[config.mk]
export PLATFORM = sky130hd
export DESIGN_NAME = sliding_window_rate_meter
export DESIGN_NICKNAME = d
export VERILOG_FILES = /design/src/rtl/core/swrm_pkg.sv /design/src/rtl/core/swrm_queue.sv /design/src/rtl/core/swrm_front.sv /design/src/rtl/core/swrm_divider.sv /design/src/rtl/core/swrm_back.sv /design/src/rtl/core/sliding_window_rate_meter.sv
export SDC_FILE = /design/constraint.sdc
export NUM_CORES = 2
export LEC_CHECK = 0
export BUFFER_PORTS_ARGS = -buffer_cell sky130_fd_sc_hd__buf_2
export CORE_MARGIN = 8
export CORE_UTILIZATION = 30
export DETAILED_ROUTE_END_ITERATION = 8
export SLEW_MARGIN = 20
export SYNTH_ARGS = -nofsm -noshare
export SYNTH_HDL_FRONTEND = slang
export SYNTH_SLANG_ARGS = --single-unit
export TNS_END_PERCENT = 30
[constraint.sdc]
create_clock -name clk -period 6.23 [get_ports clk]
set_clock_uncertainty 0.15 [all_clocks]
set_input_delay 0.3115 -clock clk [delete_from_list [all_inputs] [get_ports clk]]
set_output_delay 0.3115 -clock clk [all_outputs]
set_load 0.02 [all_outputs]
[src/rtl/core/swrm_pkg.sv]
// Shared types and constants of the sliding window rate meter.
package swrm_pkg;

  localparam int TS_W         = 32;
  localparam int COUNT_W      = 7;
  localparam int SUM_W        = TS_W + COUNT_W;
  localparam int RATE_W       = 34;
  localparam int DIVIDEND_W   = 35;
  localparam int DIV_STEPS    = DIVIDEND_W;
  localparam int DIV_CNT_W    = $clog2(DIV_STEPS + 1);
  localparam int QUEUE_DEPTH  = 2;

  localparam logic [DIVIDEND_W-1:0] RATE_SCALE    = DIVIDEND_W'(256000000);
  localparam logic [RATE_W-1:0]     RATE_MAX      = '1;
  localparam logic [COUNT_W-1:0]    WINDOW_RESET  = COUNT_W'(10);

  typedef enum logic {
    CMD_START = 1'b0,
    CMD_END   = 1'b1
  } command_t;

  typedef struct packed {
    command_t          command;
    logic [TS_W-1:0]   timestamp_us;
  } in_item_t;

  typedef struct packed {
    logic [RATE_W-1:0]  rate_q8;
    logic [COUNT_W-1:0] samples_in_window;
    logic               zero_time_flag;
  } out_item_t;

  typedef struct packed {
    logic full;
    logic empty;
  } queue_status_t;

  typedef enum logic [2:0] {
    B_IDLE,
    B_READ,
    B_UPDATE,
    B_SCALE,
    B_START,
    B_DIVIDE,
    B_EMIT
  } back_state_t;

endpackage

[src/rtl/core/swrm_queue.sv]
// Short duration queue between the front and back parts.
module swrm_queue (
  input  logic                        clk,
  input  logic                        rst,
  input  logic                        push,
  input  logic [swrm_pkg::TS_W-1:0]   push_data,
  input  logic                        pop,
  output logic [swrm_pkg::TS_W-1:0]   pop_data,
  output swrm_pkg::queue_status_t     status
);

  localparam int PtrW = (swrm_pkg::QUEUE_DEPTH > 1) ? $clog2(swrm_pkg::QUEUE_DEPTH) : 1;
  localparam int CntW = $clog2(swrm_pkg::QUEUE_DEPTH + 1);

  logic [swrm_pkg::TS_W-1:0] entries [swrm_pkg::QUEUE_DEPTH];
  logic [PtrW-1:0]           wr_ptr;
  logic [PtrW-1:0]           rd_ptr;
  logic [CntW-1:0]           fill;

  function automatic logic [PtrW-1:0] ptr_inc(input logic [PtrW-1:0] p);
    ptr_inc = (p == PtrW'(swrm_pkg::QUEUE_DEPTH - 1)) ? '0 : p + 1'b1;
  endfunction

  assign status.full  = (fill == CntW'(swrm_pkg::QUEUE_DEPTH));
  assign status.empty = (fill == '0);
  assign pop_data     = entries[rd_ptr];

  always_ff @(posedge clk) begin
    if (rst) begin
      wr_ptr <= '0;
      rd_ptr <= '0;
      fill   <= '0;
    end else begin
      if (push) begin
        wr_ptr <= ptr_inc(wr_ptr);
      end
      if (pop) begin
        rd_ptr <= ptr_inc(rd_ptr);
      end
      case ({push, pop})
        2'b10:   fill <= fill + 1'b1;
        2'b01:   fill <= fill - 1'b1;
        default: fill <= fill;
      endcase
    end
  end

  always_ff @(posedge clk) begin
    if (push) begin
      entries[wr_ptr] <= push_data;
    end
  end

endmodule

[src/rtl/core/swrm_front.sv]
// Front part: accept events, latch start times, queue end-event durations.
module swrm_front (
  input  logic                        clk,
  input  logic                        rst,
  input  logic                        in_valid,
  output logic                        in_stall,
  input  swrm_pkg::in_item_t          in_data,
  input  swrm_pkg::queue_status_t     q_status,
  output logic                        push,
  output logic [swrm_pkg::TS_W-1:0]   push_data
);

  logic                      accept;
  logic [swrm_pkg::TS_W-1:0] start_time;

  assign in_stall  = q_status.full;
  assign accept    = in_valid && !in_stall;
  assign push      = accept && (in_data.command == swrm_pkg::CMD_END);
  // Modular difference: wraps with the timestamp counter.
  assign push_data = in_data.timestamp_us - start_time;

  always_ff @(posedge clk) begin
    if (rst) begin
      start_time <= '0;
    end else if (accept && in_data.command == swrm_pkg::CMD_START) begin
      start_time <= in_data.timestamp_us;
    end
  end

endmodule

[src/rtl/core/swrm_divider.sv]
// Restoring divider, one quotient bit per cycle.
module swrm_divider (
  input  logic                              clk,
  input  logic                              rst,
  input  logic                              start,
  input  logic [swrm_pkg::DIVIDEND_W-1:0]   dividend,
  input  logic [swrm_pkg::SUM_W-1:0]        divisor,
  output logic                              busy,
  output logic [swrm_pkg::DIVIDEND_W-1:0]   quotient
);

  logic [swrm_pkg::SUM_W-1:0]     rem;
  logic [swrm_pkg::SUM_W-1:0]     dvsr;
  logic [swrm_pkg::DIV_CNT_W-1:0] steps_left;
  logic [swrm_pkg::SUM_W:0]       trial;
  logic [swrm_pkg::SUM_W:0]       diff;
  logic                           fits;

  assign trial = {rem, quotient[swrm_pkg::DIVIDEND_W-1]};
  assign diff  = trial - {1'b0, dvsr};
  assign fits  = (trial >= {1'b0, dvsr});

  always_ff @(posedge clk) begin
    if (rst) begin
      busy       <= 1'b0;
      steps_left <= '0;
    end else if (start) begin
      busy       <= 1'b1;
      steps_left <= swrm_pkg::DIV_CNT_W'(swrm_pkg::DIV_STEPS);
    end else if (busy) begin
      steps_left <= steps_left - 1'b1;
      busy       <= (steps_left != swrm_pkg::DIV_CNT_W'(1));
    end
  end

  always_ff @(posedge clk) begin
    if (start) begin
      rem      <= '0;
      dvsr     <= divisor;
      quotient <= dividend;
    end else if (busy) begin
      rem      <= fits ? diff[swrm_pkg::SUM_W-1:0] : trial[swrm_pkg::SUM_W-1:0];
      quotient <= {quotient[swrm_pkg::DIVIDEND_W-2:0], fits};
    end
  end

endmodule

[src/rtl/core/swrm_back.sv]
// Back part: duration ring, running sum, rate division and result register.
module swrm_back #(
  parameter int MAX_WINDOW = 64
) (
  input  logic                            clk,
  input  logic                            rst,
  input  logic                            cfg_write,
  input  logic [swrm_pkg::COUNT_W-1:0]    cfg_data,
  input  swrm_pkg::queue_status_t         q_status,
  output logic                            pop,
  input  logic [swrm_pkg::TS_W-1:0]       pop_data,
  output logic                            out_valid,
  input  logic                            out_stall,
  output swrm_pkg::out_item_t             out_data
);

  localparam int IW     = (MAX_WINDOW > 1) ? $clog2(MAX_WINDOW) : 1;
  localparam int AW     = ((IW > swrm_pkg::COUNT_W) ? IW : swrm_pkg::COUNT_W) + 1;
  localparam int MaxLen = (MAX_WINDOW > 127) ? 127 : MAX_WINDOW;

  swrm_pkg::back_state_t state, state_next;

  logic [swrm_pkg::TS_W-1:0]       ring [MAX_WINDOW];
  logic [swrm_pkg::COUNT_W-1:0]    window_length;
  logic [IW-1:0]                   head;
  logic [swrm_pkg::COUNT_W-1:0]    count;
  logic [swrm_pkg::SUM_W-1:0]      window_sum;
  logic [swrm_pkg::TS_W-1:0]       dur;
  logic [swrm_pkg::TS_W-1:0]       oldest;
  logic [swrm_pkg::DIVIDEND_W-1:0] dividend;
  logic                            zero_sum;

  logic [swrm_pkg::COUNT_W-1:0]    eff_len;
  logic                            drop;
  logic [IW-1:0]                   head_next;
  logic [swrm_pkg::COUNT_W-1:0]    count_kept;
  logic [AW-1:0]                   wr_pos;
  logic [IW-1:0]                   wr_addr;
  logic [swrm_pkg::SUM_W-1:0]      sum_next;

  logic                            div_start;
  logic                            div_busy;
  logic [swrm_pkg::DIVIDEND_W-1:0] quotient;
  logic                            out_load;
  swrm_pkg::out_item_t             result;

  swrm_divider u_divider (
    .clk      (clk),
    .rst      (rst),
    .start    (div_start),
    .dividend (dividend),
    .divisor  (window_sum),
    .busy     (div_busy),
    .quotient (quotient)
  );

  // Clamp the programmed length into 1..MaxLen.
  always_comb begin
    if (window_length == '0) begin
      eff_len = swrm_pkg::COUNT_W'(1);
    end else if (window_length > swrm_pkg::COUNT_W'(MaxLen)) begin
      eff_len = swrm_pkg::COUNT_W'(MaxLen);
    end else begin
      eff_len = window_length;
    end
  end

  // Count never exceeds the length, so at most one entry drops per item.
  always_comb begin
    drop       = (count >= eff_len);
    head_next  = head;
    count_kept = count;
    if (drop) begin
      head_next  = (head == IW'(MAX_WINDOW - 1)) ? '0 : head + 1'b1;
      count_kept = count - 1'b1;
    end
    wr_pos = AW'(head_next) + AW'(count_kept);
    if (wr_pos >= AW'(MAX_WINDOW)) begin
      wr_pos = wr_pos - AW'(MAX_WINDOW);
    end
    wr_addr  = wr_pos[IW-1:0];
    sum_next = window_sum - (drop ? swrm_pkg::SUM_W'(oldest) : '0)
               + swrm_pkg::SUM_W'(dur);
  end

  always_comb begin
    result.samples_in_window = count;
    result.zero_time_flag    = zero_sum;
    if (zero_sum || quotient[swrm_pkg::DIVIDEND_W-1]) begin
      result.rate_q8 = swrm_pkg::RATE_MAX;
    end else begin
      result.rate_q8 = quotient[swrm_pkg::RATE_W-1:0];
    end
  end

  // Next state.
  always_comb begin
    state_next = state;
    unique case (state)
      swrm_pkg::B_IDLE:   if (!q_status.empty) state_next = swrm_pkg::B_READ;
      swrm_pkg::B_READ:   state_next = swrm_pkg::B_UPDATE;
      swrm_pkg::B_UPDATE: state_next = swrm_pkg::B_SCALE;
      swrm_pkg::B_SCALE: begin
        state_next = (window_sum == '0) ? swrm_pkg::B_EMIT : swrm_pkg::B_START;
      end
      swrm_pkg::B_START:  state_next = swrm_pkg::B_DIVIDE;
      swrm_pkg::B_DIVIDE: if (!div_busy) state_next = swrm_pkg::B_EMIT;
      swrm_pkg::B_EMIT:   if (!out_valid || !out_stall) state_next = swrm_pkg::B_IDLE;
      default:            state_next = swrm_pkg::B_IDLE;
    endcase
  end

  // Outputs of the sequencer.
  always_comb begin
    pop       = 1'b0;
    div_start = 1'b0;
    out_load  = 1'b0;
    unique case (state)
      swrm_pkg::B_IDLE:   pop = !q_status.empty;
      swrm_pkg::B_START:  div_start = 1'b1;
      swrm_pkg::B_EMIT:   out_load = !out_valid || !out_stall;
      default: begin
      end
    endcase
  end

  always_ff @(posedge clk) begin
    if (rst) begin
      state         <= swrm_pkg::B_IDLE;
      window_length <= swrm_pkg::WINDOW_RESET;
      head          <= '0;
      count         <= '0;
      window_sum    <= '0;
      out_valid     <= 1'b0;
    end else begin
      state <= state_next;
      if (cfg_write) begin
        window_length <= cfg_data;
        head          <= '0;
        count         <= '0;
        window_sum    <= '0;
      end else if (state == swrm_pkg::B_UPDATE) begin
        head       <= head_next;
        count      <= count_kept + 1'b1;
        window_sum <= sum_next;
      end
      if (out_load) begin
        out_valid <= 1'b1;
      end else if (!out_stall) begin
        out_valid <= 1'b0;
      end
    end
  end

  always_ff @(posedge clk) begin
    if (pop) begin
      dur <= pop_data;
    end
    if (state == swrm_pkg::B_SCALE) begin
      dividend <= swrm_pkg::DIVIDEND_W'(count) * swrm_pkg::RATE_SCALE;
      zero_sum <= (window_sum == '0);
    end
    if (out_load) begin
      out_data <= result;
    end
  end

  // Ring storage: oldest entry read in the cycle before the update.
  always_ff @(posedge clk) begin
    if (state == swrm_pkg::B_READ) begin
      oldest <= ring[head];
    end
    if (state == swrm_pkg::B_UPDATE) begin
      ring[wr_addr] <= dur;
    end
  end

endmodule

[src/rtl/core/sliding_window_rate_meter.sv]
// Top level of the sliding window rate meter.
//
//   channel | direction | handshake           | payload
//   --------+-----------+---------------------+--------------------------------
//   in      | request   | in_valid / in_stall | in_data  (command, timestamp_us)
//   out     | result    | out_valid/out_stall | out_data (rate_q8, samples,flag)
//   cfg     | write     | cfg_write           | cfg_data (window_length)
//
// A start request only latches its timestamp in the front part and gives no result.
// An end request holds the back part through pop, ring read, update, scale,
// divider start, the 35-step restoring divider that forms count * 256e6 / sum,
// and the result load; a zero sum skips the divider.
// Up to two end-request durations wait in the queue while the back part works.
// Reset is synchronous; the ring needs no clearing pass, only held entries are read.
// A stalled result holds in the output register; the back part then waits
// with the next result, and in_stall rises once the queue is full.
module sliding_window_rate_meter #(
  parameter int MAX_WINDOW = 64
) (
  input  logic                          clk,
  input  logic                          rst,
  input  logic                          in_valid,
  output logic                          in_stall,
  input  swrm_pkg::in_item_t            in_data,
  output logic                          out_valid,
  input  logic                          out_stall,
  output swrm_pkg::out_item_t           out_data,
  input  logic                          cfg_write,
  input  logic [swrm_pkg::COUNT_W-1:0]  cfg_data
);

  // Durations handed from front to back.
  logic                      push;
  logic [swrm_pkg::TS_W-1:0] push_data;
  logic                      pop;
  logic [swrm_pkg::TS_W-1:0] pop_data;
  swrm_pkg::queue_status_t   q_status;

  // Front: latch start times, turn end requests into durations.
  swrm_front u_front (
    .clk       (clk),
    .rst       (rst),
    .in_valid  (in_valid),
    .in_stall  (in_stall),
    .in_data   (in_data),
    .q_status  (q_status),
    .push      (push),
    .push_data (push_data)
  );

  // Decouple front and back so each stalls on its own.
  swrm_queue u_queue (
    .clk       (clk),
    .rst       (rst),
    .push      (push),
    .push_data (push_data),
    .pop       (pop),
    .pop_data  (pop_data),
    .status    (q_status)
  );

  // Back: advance the window, divide, hold the result until taken.
  swrm_back #(
    .MAX_WINDOW (MAX_WINDOW)
  ) u_back (
    .clk       (clk),
    .rst       (rst),
    .cfg_write (cfg_write),
    .cfg_data  (cfg_data),
    .q_status  (q_status),
    .pop       (pop),
    .pop_data  (pop_data),
    .out_valid (out_valid),
    .out_stall (out_stall),
    .out_data  (out_data)
  );

endmodule

After elaboration in Yosys (flattened, before gate mapping) --
Memory sizes are Yosys's and may differ from the RTL's. A register that Yosys moved wholly into a read port is not among the register bits. Index checks and enable logic that the tools add are counted.
Word-level totals: register bits after elaboration 283, bits in writable memories 2112, bits of input ports 45, output and inout bits 44, logic and storage cells 108, memories 2
Cells by class: add/subtract/negate cells 14, multiply operators 1, $lt $le $gt $ge 4, eq/ne operators 15, muxes and demuxes 31, bitwise operators 1, reduce and logical (&&, ||, !) cells 18
Memories:
- u_back.ring | depth 64, bits a word 32, read ports 1, clocked after memory_dff 1, wr ports 1, line swrm_back.sv:23 | logic [swrm_pkg::TS_W-1:0] ring [MAX_WINDOW];
- u_queue.entries | depth 2, bits a word 32, read ports 1, clocked after memory_dff 1, wr ports 1, line swrm_queue.sv:15 | logic [swrm_pkg::TS_W-1:0] entries [swrm_pkg::QUEUE_DEPTH];
Operators with widths (count):
- $sub 39x39->39 | 2
- $mux 35 | 2
- $ge 40x39->1 | 1
- $add 39x32->39 | 1
- $logic_not 39->1 | 1
- $mux 39 | 1
- $mux 32 | 1
- $sub 32x32->32 | 1
- $mux 6 | 5
- $mul 7x14->21 const B | 1
- $mux 7 | 3
- $pmux 3 s7 | 1
- $mux 1 | 13
- $sub 6x1->6 const B | 2
- $eq 3x3->1 const B | 3
- $mux 3 | 3
- $add 6x7->8 | 1
- $ge 8x7->1 const B | 1
- $add 7x1->7 const B | 1
- $ge 7x7->1 | 1
- $gt 7x7->1 const B | 1
- $logic_not 7->1 | 1
- $sub 7x1->7 const B | 1
- $add 6x1->6 const B | 1
- other kinds (22) | 35

Logic depth before layout (Yosys ltp) --
word-level depth 8, gate-level depth with buffers 25, mapped depth without buffers 24

Hierarchy --
Synthesis repeated with hierarchy kept, for this count alone.
Second synthesis, totals: cells, all modules 5486, area total of the unflattened synthesis 102861.2 sq um
Modules (own cells, without submodules):
- swrm_back | instances 1, cells an instance 4228, area each 90108.9 sq um, sequential area each 66603.9 sq um
- swrm_divider | instances 1, cells an instance 726, area each 7318.3 sq um, sequential area each 3143.0 sq um
- swrm_front | instances 1, cells an instance 410, area each 2920.3 sq um, sequential area each 640.6 sq um
- swrm_queue | instances 1, cells an instance 122, area each 2513.7 sq um, sequential area each 2021.9 sq um

Worst setup path before layout --
OpenSTA, ideal clock, no wires.
kind reg-to-reg, from register u_back.count[0] (netlist bit), to memory u_back.ring[61][0] (netlist bit) (enable), setup time 0.421 ns, data arrival time 5.464 ns, data required time 5.659 ns, slack 0.195 ns, cell stages (with the launch flop) 20, buffers on the path 1, clock period less this slack 6.035 ns, cells stage by stage dfxtp_1 inv_1 ha_1 nand2b_1 a21o_1 a21oi_1 o21ai_2 and2_0 clkbuf_1 mux2i_1 inv_1 ha_1 a21o_1 a21oi_1 o21bai_1 a21oi_1 xor2_1 xor2_1 nand3_1 nor2_1
Between the ends: cells in the longest elaborated chain, start to end 5, elaborated cells between the ends (all ways) 8, classes of those cells add/sub: 3; order compare: 2; mux: 3
Ends and longest elaborated chain:
- start: declaration | line swrm_back.sv:26 | logic [swrm_pkg::COUNT_W-1:0] count;
- start signal: assignment | line swrm_back.sv:144 | count <= count_kept + 1'b1;
- $ge 7x7->1 * | line swrm_back.sv:70 | drop = (count >= eff_len);
- $mux 6 * | line swrm_back.sv:73 | if (drop) begin
- net u_back.head_next[1] | line swrm_back.sv:35 | logic [IW-1:0] head_next;
- $add 6x7->8 * | line swrm_back.sv:77 | wr_pos = AW'(head_next) + AW'(count_kept);
- $ge 8x7->1 / $sub 6x1->6 (equally long branches) | line swrm_back.sv:78, swrm_back.sv:79
- $mux 6 * | line swrm_back.sv:78 | if (wr_pos >= AW'(MAX_WINDOW)) begin
- end: declaration | line swrm_back.sv:23
Mark *: on every way through the listed nets, which the timed path passes. The rest lies on a longest branch.

Final worst setup path --
from register u_back.window_length[1] (netlist bit), to memory u_back.ring[32][17] (netlist bit) (enable)
Between the ends: cells in the longest elaborated chain, start to end 8, elaborated cells between the ends (all ways) 11, classes of those cells add/sub: 2; order compare: 3; mux: 5; reduce/logical: 1
Ends and longest elaborated chain:
- start: declaration | line swrm_back.sv:24 | logic [swrm_pkg::COUNT_W-1:0] window_length;
- start signal: assignment | line swrm_back.sv:130 | window_length <= swrm_pkg::WINDOW_RESET;
- start signal: assignment | line swrm_back.sv:138 | window_length <= cfg_data;
- $gt 7x7->1 | line swrm_back.sv:61 | end else if (window_length > swrm_pkg::COUNT_W'(MaxLen)) begin
- $mux 7 | line swrm_back.sv:61
- $mux 7 * | line swrm_back.sv:59 | if (window_length == '0) begin
- $ge 7x7->1 * | line swrm_back.sv:70
- $mux 6 * | line swrm_back.sv:73
- net u_back.head_next[1] | line swrm_back.sv:35
- $add 6x7->8 * | line swrm_back.sv:77
- $ge 8x7->1 / $sub 6x1->6 (equally long branches) | line swrm_back.sv:78, swrm_back.sv:79
- $mux 6 * | line swrm_back.sv:78
Marked as above.

==> impl_metrics.yaml <==
synth:
  yosysTopAreaCell: "edfxtp_1"
  synth-edff-count: 2314
  async_flop_share_pct: 0
  synth_nets: 5692
  avgSynthCellArea_um2: 18.7
  synth_area_leaders: "edfxtp_1, mux4_2, dfxtp_1"
  synth-seq-cells: 2459
  synth_top_area_share_pct: 68.4
  seq_area_frac_synth_pct: 71.3
  synth_cell_type_count: 75
  synthesis.area_mm2: 0.102
  synthFlopType: "edfxtp_1"
  synth_cells: 5418
  yosysWarnings: 0
routing:
  dr.first_iter.drc_count: 5829
  vias_per_cell: 5.03
  drt_first_pass_iters: 6
  antenna_left: 0
  wl_per_cell_um: 25.1
  dr_total_vias: 53000
  wirelength_um: 264000
  drcViolationCount: 0
power_and_ir_drop:
  leakage_nw: 37.4
  ir_drop_mv: 0.250
  powerDensity_mw_per_mm2: 373
clock_network:
  post_cts_resized: 0
  cts.sinks: 2459
  cts_buffer_depth: 4
  cts_buffers: 240
  h-tree-depth: 4
  clkLatencyLatePin_ns: 0.94
  cts_tree: "built"
  cts_setup_buffers: 0
  clk_pin_slew_ns: 0.06
  cts-root-buf: "clkbuf_16"
  cts_hold_buf: 121
finish:
  areaGrowthSynthToFinish_pct: 16.2
  drive_above_1_share_pct: 23.7
  fill_cells: 31500
  finalCoreUtilization_pct: 35.0
  nNetsFinal: 6099
worst_setup_path:
  reg2reg_from: "u_back.window_length[1]"
  worstPathArrival_ns: 6.14
  critPathMostFrequentCell: "a21oi_1"
  crit_end: "u_back.ring[32][17]"
  cp_max_fo: 18
  critPathCaptureType: "register"
  regToRegEndpoint: "u_back.ring[32][17]"
  ff2ff_path_depth: 22
  max_stage_delay_ns: 0.64
  r2r_slack_ns: 0.44
  worst-path-buf-inv: 3
  crit_start: "u_back.window_length[1]"
  crit_path_cell_trace: "nor3_1, a21oi_1, nor2_1, ha_1, nand2b_1, a21o_1, a21oi_1, o21ai_2, and2_0, mux2i_1, inv_1, ha_1, a21o_1, a21oi_1, o21bai_1, a21oi_1, xor2_1, xor2_1, buf_4, nand2_1, nor2_4, buf_4"
  path_delay_family: "simple AND/OR/NAND/NOR gates"
  cp.depth: 22
  crit_path_start_kind: "register"
  cpMaxStageDelayCell: "nor2_4"
  critical_path_class: "register to register"
  cp.required_ns: 6.58
sta:
  setup_viol: 0
  final-hold-violation-count: 0
  fmax_mhz: 173
  rsz0062_at_grt: "false"
  fin_setup_tns_ns: 0
  period_needed_ns: 5.79
  slew_headroom_pct: 27.6
  worst_pin_slew_ns: 1.09
  final_max_slew_viol_count: 0
  timing.final.crit_share_pct: 92.9
floorplanning:
  rows: 213
  initial_utilization_pct: 30.2
  ios: 89
  core-area_mm2: 0.337
  die-width_um: 598
  dieArea_mm2: 0.357
  die_y_um: 598
grt:
  grt_max_degree: 147
  grtUsageTotal_pct: 14.3
  grt_pass1_vias: 52700
  grt_remaining_overflow: 0
  antenna_found_initial: 31
  grt_pass1_wl_um: 379000
place:
  hpwlAfterDp_um: 163000
  place_congestion: 0.842
  io_buffers: 88
outcome:
  status: "finished clean"
job:
  drv_cap: 0
min_path:
  hold_class: "input pin to register"
[worst min path at each step]
stage	startpoint	to	slack, ns	cells past startpoint
5_1_grt	in_data[32]	u_queue.fill[0]	0.24	5
4_1_cts	in_data[32]	u_queue.fill[0]	0.15	5
3_3_place_gp	u_front.start_time[29]	u_front.start_time[29]	0.29	2
6_report	in_data[32]	u_queue.fill[0]	0.24	5
3_5_place_dp	u_front.start_time[2]	u_front.start_time[2]	0.30	2
2_1_floorplan	cfg_data[1]	u_back.window_length[1]	0.28	1
[cell families after synthesis]
group	Yosys count	synth area share [%]
fa+ha+maj	229	3.17
mux	728	15.5
buf+inv	524	1.98
xor+xnor	117	1.01
simple gates	803	3.66
flops	2459	71.3
compound gates	558	3.43
[layout make-up]
cell class	instances	area (um2)	area share, %
flip-flops and latches	2459	72400	61.3
clock inverters	135	1310	1.11
clock buffers	295	6240	5.29
diodes	9	22.5	0.0191
multi-input cells	2435	27700	23.5
inverters	283	1060	0.900
well taps	4515	5650	4.79
repair buffers	406	3610	3.06
[synthesized netlist by cell type (24+ instances only)]
cell type,count
nor2_1,205
and3_1,45
or3_1,42
nand3_1,38
a21oi_1,212
ha_1,182
edfxtp_1,2314
dfxtp_1,145
buf_2,33
nor2b_1,24
a21o_1,56
xor2_1,30
xnor2_1,87
o21ai_0,97
inv_1,283
a31oi_1,24
fa_1,47
buf_1,28
nand4_1,27
mux2_2,34
nor3_1,40
nand2_1,296
a211oi_1,36
clkbuf_1,178
mux4_2,672
[report_power, final]
part	internal, mW	total, mW	switching, mW
sequential	20.2	20.7	0.480
clock	8.01	14.2	6.22
combinational	2.94	9.03	6.09
[flip-flops by register name (all words and copies together) (netlist names), 2 cells and up]
signal,count
u_queue.entries,64
u_back.u_divider.quotient,35
u_back.ring,2048
u_back.u_divider.dvsr,39
u_back.window_length,7
u_front.start_time,32
u_back.u_divider.steps_left,6
u_back.window_sum,39
u_back.head,6
u_back.state,3
u_back.oldest,32
u_back.count,7
u_back.dur,32
u_back.out_data,42
u_back.u_divider.rem,39
u_queue.fill,2
u_back.dividend,21
[worst min-delay path, cell delays in order]
cell and delay, ns:
buf_2 0.13, nand3_1 0.34, ha_1 0.26, xor2_1 0.08
nor2_1 0.07
[layout by cell type (no fill, tap or decap), types with 87 or more instances in the layout]
cell	netlist	routed
edfxtp_1	2314	2314
mux4_2	672	672
nand2_1	296	295
inv_1	283	282
clkbuf_16	0	241
a21oi_1	212	211
ha_1	182	182
buf_4	2	159
dfxtp_1	145	138
nor2_1	205	135
dlygate4sd3_1	0	121
o21ai_0	97	97
buf_2	33	88
xnor2_1	87	87
[per-layer routing]
| layer | share of wire (%) | vias up | GRT usage [%] | routed length (um) |
|---|---|---|---|---|
| met5 | 0.026 | - | 0 | 68 |
| met4 | 3.0 | 8 | 4.20 | 8010 |
| met3 | 7.7 | 394 | 2.69 | 20200 |
| met2 | 47 | 1984 | 22.7 | 123000 |
| met1 | 43 | 28100 | 20.0 | 112000 |
| li1 | - | 22500 | - | - |
[stage by stage]
step                instance area, um2  std cells  setup slack (ns)  power [mW]  hold WS (ns)
floorplan                       102000       5418             0.195        26.5         0.284
global placement                109000       9976             0.242        29.8         0.292
detailed placement              109000       9976             0.487        30.0         0.297
CTS                             118000      10500             0.408        44.2         0.148
global route                    118000      10500          0.000122        45.6         0.243
finish                          118000      10500             0.442        44.0         0.243
No activity file was read; power rests on OpenSTA's default activity.
